===== config.mk =====
export PLATFORM = sky130hd
export DESIGN_NAME = mtb_mod_unit
export DESIGN_NICKNAME = d
export VERILOG_FILES = /design/src/mtb_pkg.sv /design/src/mtb_mod_unit.sv
export SDC_FILE = /design/constraint.sdc
export NUM_CORES = 1
export LEC_CHECK = 0
export ABC_CLOCK_PERIOD_IN_PS = 2900
export BUFFER_PORTS_ARGS = -buffer_cell sky130_fd_sc_hd__buf_2
export CORE_MARGIN = 4
export CORE_UTILIZATION = 45
export CTS_BUF_LIST = sky130_fd_sc_hd__clkbuf_4
export CTS_CLUSTER_DIAMETER = 30
export CTS_CLUSTER_SIZE = 12
export DETAILED_ROUTE_END_ITERATION = 12
export HOLD_SLACK_MARGIN = 0.05
export PLACE_DENSITY = 0.75
export SLEW_MARGIN = 10
export SYNTH_ARGS = -nofsm -noshare
export SYNTH_HDL_FRONTEND = slang
export SYNTH_SLANG_ARGS = --single-unit

===== constraint.sdc =====
create_clock -name i_clk -period 2.9 [get_ports i_clk]
set_input_delay 0.29 -clock i_clk [delete_from_list [all_inputs] [get_ports i_clk]]
set_output_delay 0.29 -clock i_clk [all_outputs]
set_load 0.01 [all_outputs]

===== src/mtb_pkg.sv =====
// Shared types, constants and word functions for the bounded MT19937 generator.
// No dependencies.
package mtb_pkg;

    typedef logic [31:0] t_word;

    localparam int unsigned STATE_WORDS  = 624;
    localparam int unsigned TWIST_OFFSET = 397;
    localparam int unsigned IDX_W        = $clog2(STATE_WORDS + 2);

    typedef logic [IDX_W-1:0] t_idx;

    localparam t_idx IDX_LAST     = IDX_W'(STATE_WORDS - 1);
    localparam t_idx IDX_SPENT    = IDX_W'(STATE_WORDS);
    localparam t_idx IDX_UNSEEDED = IDX_W'(STATE_WORDS + 1);
    localparam t_idx FAR_STEP     = IDX_W'(TWIST_OFFSET);
    localparam t_idx FAR_BACK     = IDX_W'(STATE_WORDS - TWIST_OFFSET);

    localparam t_word DEFAULT_SEED = 32'd4357;
    localparam t_word SEED_MULT    = 32'd69069;
    localparam t_word TWIST_MATRIX = 32'h9908_b0df;
    localparam t_word HIGH_BIT     = 32'h8000_0000;
    localparam t_word LOW_BITS     = 32'h7fff_ffff;
    localparam t_word TEMPER_B     = 32'h9d2c_5680;
    localparam t_word TEMPER_C     = 32'hefc6_0000;

    function automatic t_word temper(input t_word w);
        t_word y;
        y = w;
        y = y ^ (y >> 11);
        y = y ^ ((y << 7) & TEMPER_B);
        y = y ^ ((y << 15) & TEMPER_C);
        y = y ^ (y >> 18);
        return y;
    endfunction

    function automatic t_word twist_word(input t_word cur, input t_word nxt, input t_word far);
        t_word y;
        y = (cur & HIGH_BIT) | (nxt & LOW_BITS);
        return far ^ (y >> 1) ^ (y[0] ? TWIST_MATRIX : '0);
    endfunction

endpackage


===== src/mtb_mod_unit.sv =====
// Iterative restoring remainder unit, one quotient bit per cycle.
// Depends on mtb_pkg. Divisor must be nonzero.
module mtb_mod_unit (
    input  logic          i_clk,
    input  logic          i_rst_n,
    input  logic          i_start,
    input  mtb_pkg::t_word i_dividend,
    input  mtb_pkg::t_word i_divisor,
    output logic          o_done,
    output mtb_pkg::t_word o_rem
);
    import mtb_pkg::*;

    localparam int STEPS = $bits(t_word);
    localparam int CNT_W = $clog2(STEPS + 1);

    logic             r_busy;
    logic             r_done;
    logic [CNT_W-1:0] r_cnt;
    t_word            r_rem;
    t_word            r_dvd;
    t_word            r_dvs;
    logic [STEPS:0]   shifted;
    logic [STEPS:0]   diff;
    t_word            n_rem;

    always_comb begin
        shifted = {r_rem, r_dvd[STEPS-1]};
        diff    = shifted - {1'b0, r_dvs};
        n_rem   = diff[STEPS] ? shifted[STEPS-1:0] : diff[STEPS-1:0];
    end

    always_ff @(posedge i_clk) begin
        if (!i_rst_n) begin
            r_busy <= 1'b0;
            r_done <= 1'b0;
        end else begin
            r_done <= 1'b0;
            if (i_start) begin
                r_busy <= 1'b1;
                r_cnt  <= CNT_W'(STEPS);
                r_rem  <= '0;
                r_dvd  <= i_dividend;
                r_dvs  <= i_divisor;
            end else if (r_busy) begin
                r_rem <= n_rem;
                r_dvd <= r_dvd << 1;
                r_cnt <= r_cnt - CNT_W'(1);
                if (r_cnt == CNT_W'(1)) begin
                    r_busy <= 1'b0;
                    r_done <= 1'b1;
                end
            end
        end
    end

    assign o_done = r_done;
    assign o_rem  = r_rem;
endmodule


==> metrics <==
status complete, but fails checks; failing checks negative setup slack; Worst Path Required 3.16 ns; drt first pass iters 5; Area growth syn-to-layout 33.0%; worst path arrival time 3.55 ns; fillers 1101; power per cell area 493 nW/um2; die area 15300 um2; Cell variety after synth 67; RSZ-0062 raised after global routing true; most frequent cell after synthesis edfxtp_1; core area 13200 um2; largest net degree at the start of global routing 72; Mapped Cells 514; setup TNS -10.77 ns; initial antenna violation count 0; Initial Utilization 45.8%; Synth area leaders edfxtp_1 51%, ha_1 7.0%, mux2_2 5.8%; post-synth top area cell edfxtp_1; crit path time final 3.29 ns; row count 42; Die Span Y 124 um; Final setup viols 32; Max Clk Rate 304 MHz; worst hold-check path type primary input to flop; IO buf count 99; initial DRC count 214; final wirelength 14000 um; clock latency on the worst-skew pair 0.50 ns; layout cells sized above 1 33.0%; R2R Path End o_rem[26]; # H-tree levels 3; Syn Std Cell Area 6030 um2; total CTS buffers 9; crit path capture type flop; Hold Path Depth 2; clock tree from TritonCTS built; syn_nets 616; Max VDD drop 0.349 mV; Inserted Diodes 0; gpl congestion 0.855; Hold Startpoint i_dividend[3]; RR Startpoint r_dvs[0]; Post-Place Cell Area 7180 um2; clk root buf clkbuf_4; Worst setup SP type flop; dominant synthesized flop cell edfxtp_1; crit path kind flop to flop; Leak Pwr 3.53 nW; final net count 837; average size of a mapped cell 11.7 um2; post-route worst setup slack -0.388 ns; CTS sink cnt 104; reg-to-reg slack, setup -0.39 ns; Post-synth EDFFs 102; I/O Pins 100; GRT Total Usage 18.7%; Final Hold Slack 0.0930 ns; grt ovf 0; CTS max path bufs 2; Routed Antenna Nets 0; Fin. Hold Viols 0; overall power 3.96 mW; first-pass GRT wire length 22300 um; Rel. slew slack 66.2%; Syn. warnings 0; fin area 8030 um2; vias per std cell 5.10; Die W 124 um; Worst Skew 0.0396 ns; worst r2r path cells 13; FFs w/ async S/R, synth 0%; vias in the first global route 4711; post-place setup slack -0.454 ns; max-cap check violation count 0; synth cell count leaders 102 x edfxtp_1, 52 x nor2_1, 43 x inv_1; area share of the largest cell type after synthesis 50.8%; dpl hpwl 9620 um; drc violations 0; sequential fraction of the synthesis area 51.4%; FF+latch count, synth 104; period utilization 113%; via count 4674; Max Fanout on Critical Path 8; Finished Core Util 60.9%; clk slew on worst S/H paths 0.17 ns; Finished Layout Cells 916; Worst Max-Slew Pin Slew 0.506 ns; Max Slew Vio Count 0; Wirelength per Cell 15.2 um; hold path endpoint r_dvd[3]; cell count after placement 836
## state kept, by name, summed over array words and instances (netlist names)
| name | flops |
|---|---|
| r_busy | 1 |
| r_dvs | 32 |
| o_rem | 32 |
| r_dvd | 32 |
| o_done | 1 |
| r_cnt | 6 |
## critical path: stages, from the launching register on
cell and delay (ns):
edfxtp_1 0.44, ha_4 0.18, fa_2 0.33, and2b_2 0.26, o2111ai_4 0.13, a31oi_4 0.20, o2111ai_4 0.17, a2111oi_4 0.34
buf_4 0.19, o2111ai_4 0.12, nand4_4 0.14, buf_6 0.16, nor4_2 0.05, a311o_1 0.33
## cells by family after synthesis
| group | synth area share (%) |
|---|---|
| AOI/OAI and AO/OA | 12.8 |
| xor gates and xnor gates | 3.77 |
| adders and majority gates | 7.38 |
| buffers and inverters | 4.62 |
| DFF | 51.4 |
| muxes | 10.4 |
| and+or+nand+nor | 9.54 |
## placed cells by master (no fill, tap or decap), types with 26 or more instances in the layout
master,count
buf_4,68
mux2_2,31
ha_1,33
nor2_1,52
inv_1,41
a21oi_1,26
dlygate4sd3_1,55
mux2i_1,26
edfxtp_1,102
buf_2,99
## repair_timing
| action | CTS | global route |
|---|---|---|
| pin swaps | 1 | 5 |
| cloned | 0 | 1 |
| hold buffers | 48 | 7 |
| gates resized for setup | 4 | 11 |
| buffers inserted | 5 | 3 |
| endpoints found under the hold margin | 48 | 7 |
| endpoints found under the setup margin | 32 | 32 |
## worst max-delay path by stage
stage / slack, ns / start / cells past startpoint / end
3_3_place_gp: -0.31 / r_dvd[31] / 15 / o_rem[2]
2_1_floorplan: -0.13 / r_dvd[31] / 12 / o_rem[26]
5_1_grt: -0.59 / r_dvs[0] / 13 / o_rem[19]
6_report: -0.39 / r_dvs[0] / 13 / o_rem[26]
4_1_cts: -0.45 / r_dvd[31] / 15 / o_rem[6]
3_5_place_dp: -0.45 / r_dvd[31] / 15 / o_rem[5]
## layout make-up
class                   count  area, um2  area share (%)
clock buffers               9       67.6           0.842
flip-flops and latches    104       3100            38.7
well taps                 176        220            2.74
multi-input cells         348       2740            34.1
clock inverters             7       63.8           0.795
inverters                  43        161            2.01
repair buffers            229       1680            20.9
## where the power goes
| group | internal (mW) | leakage [nW] | switching [mW] | total [mW] |
|---|---|---|---|---|
| clock network | 0.191 | 0.0697 | 0.533 | 0.723 |
| logic | 0.701 | 2.47 | 0.676 | 1.38 |
| registers | 1.80 | 0.992 | 0.0596 | 1.86 |
## per-layer routing
layer  share of wire, %  wire length, um  up-vias  global-route usage (%)
li1                   -                -     2328                       -
met1                 41             5770     2201                    22.5
met2                 51             7060      127                    32.0
met3                6.5              910       18                    6.49
met4                1.5              213        0                    5.12
met5                  0                0        -                       0
Note: power is estimated with default switching activity, not from simulation.
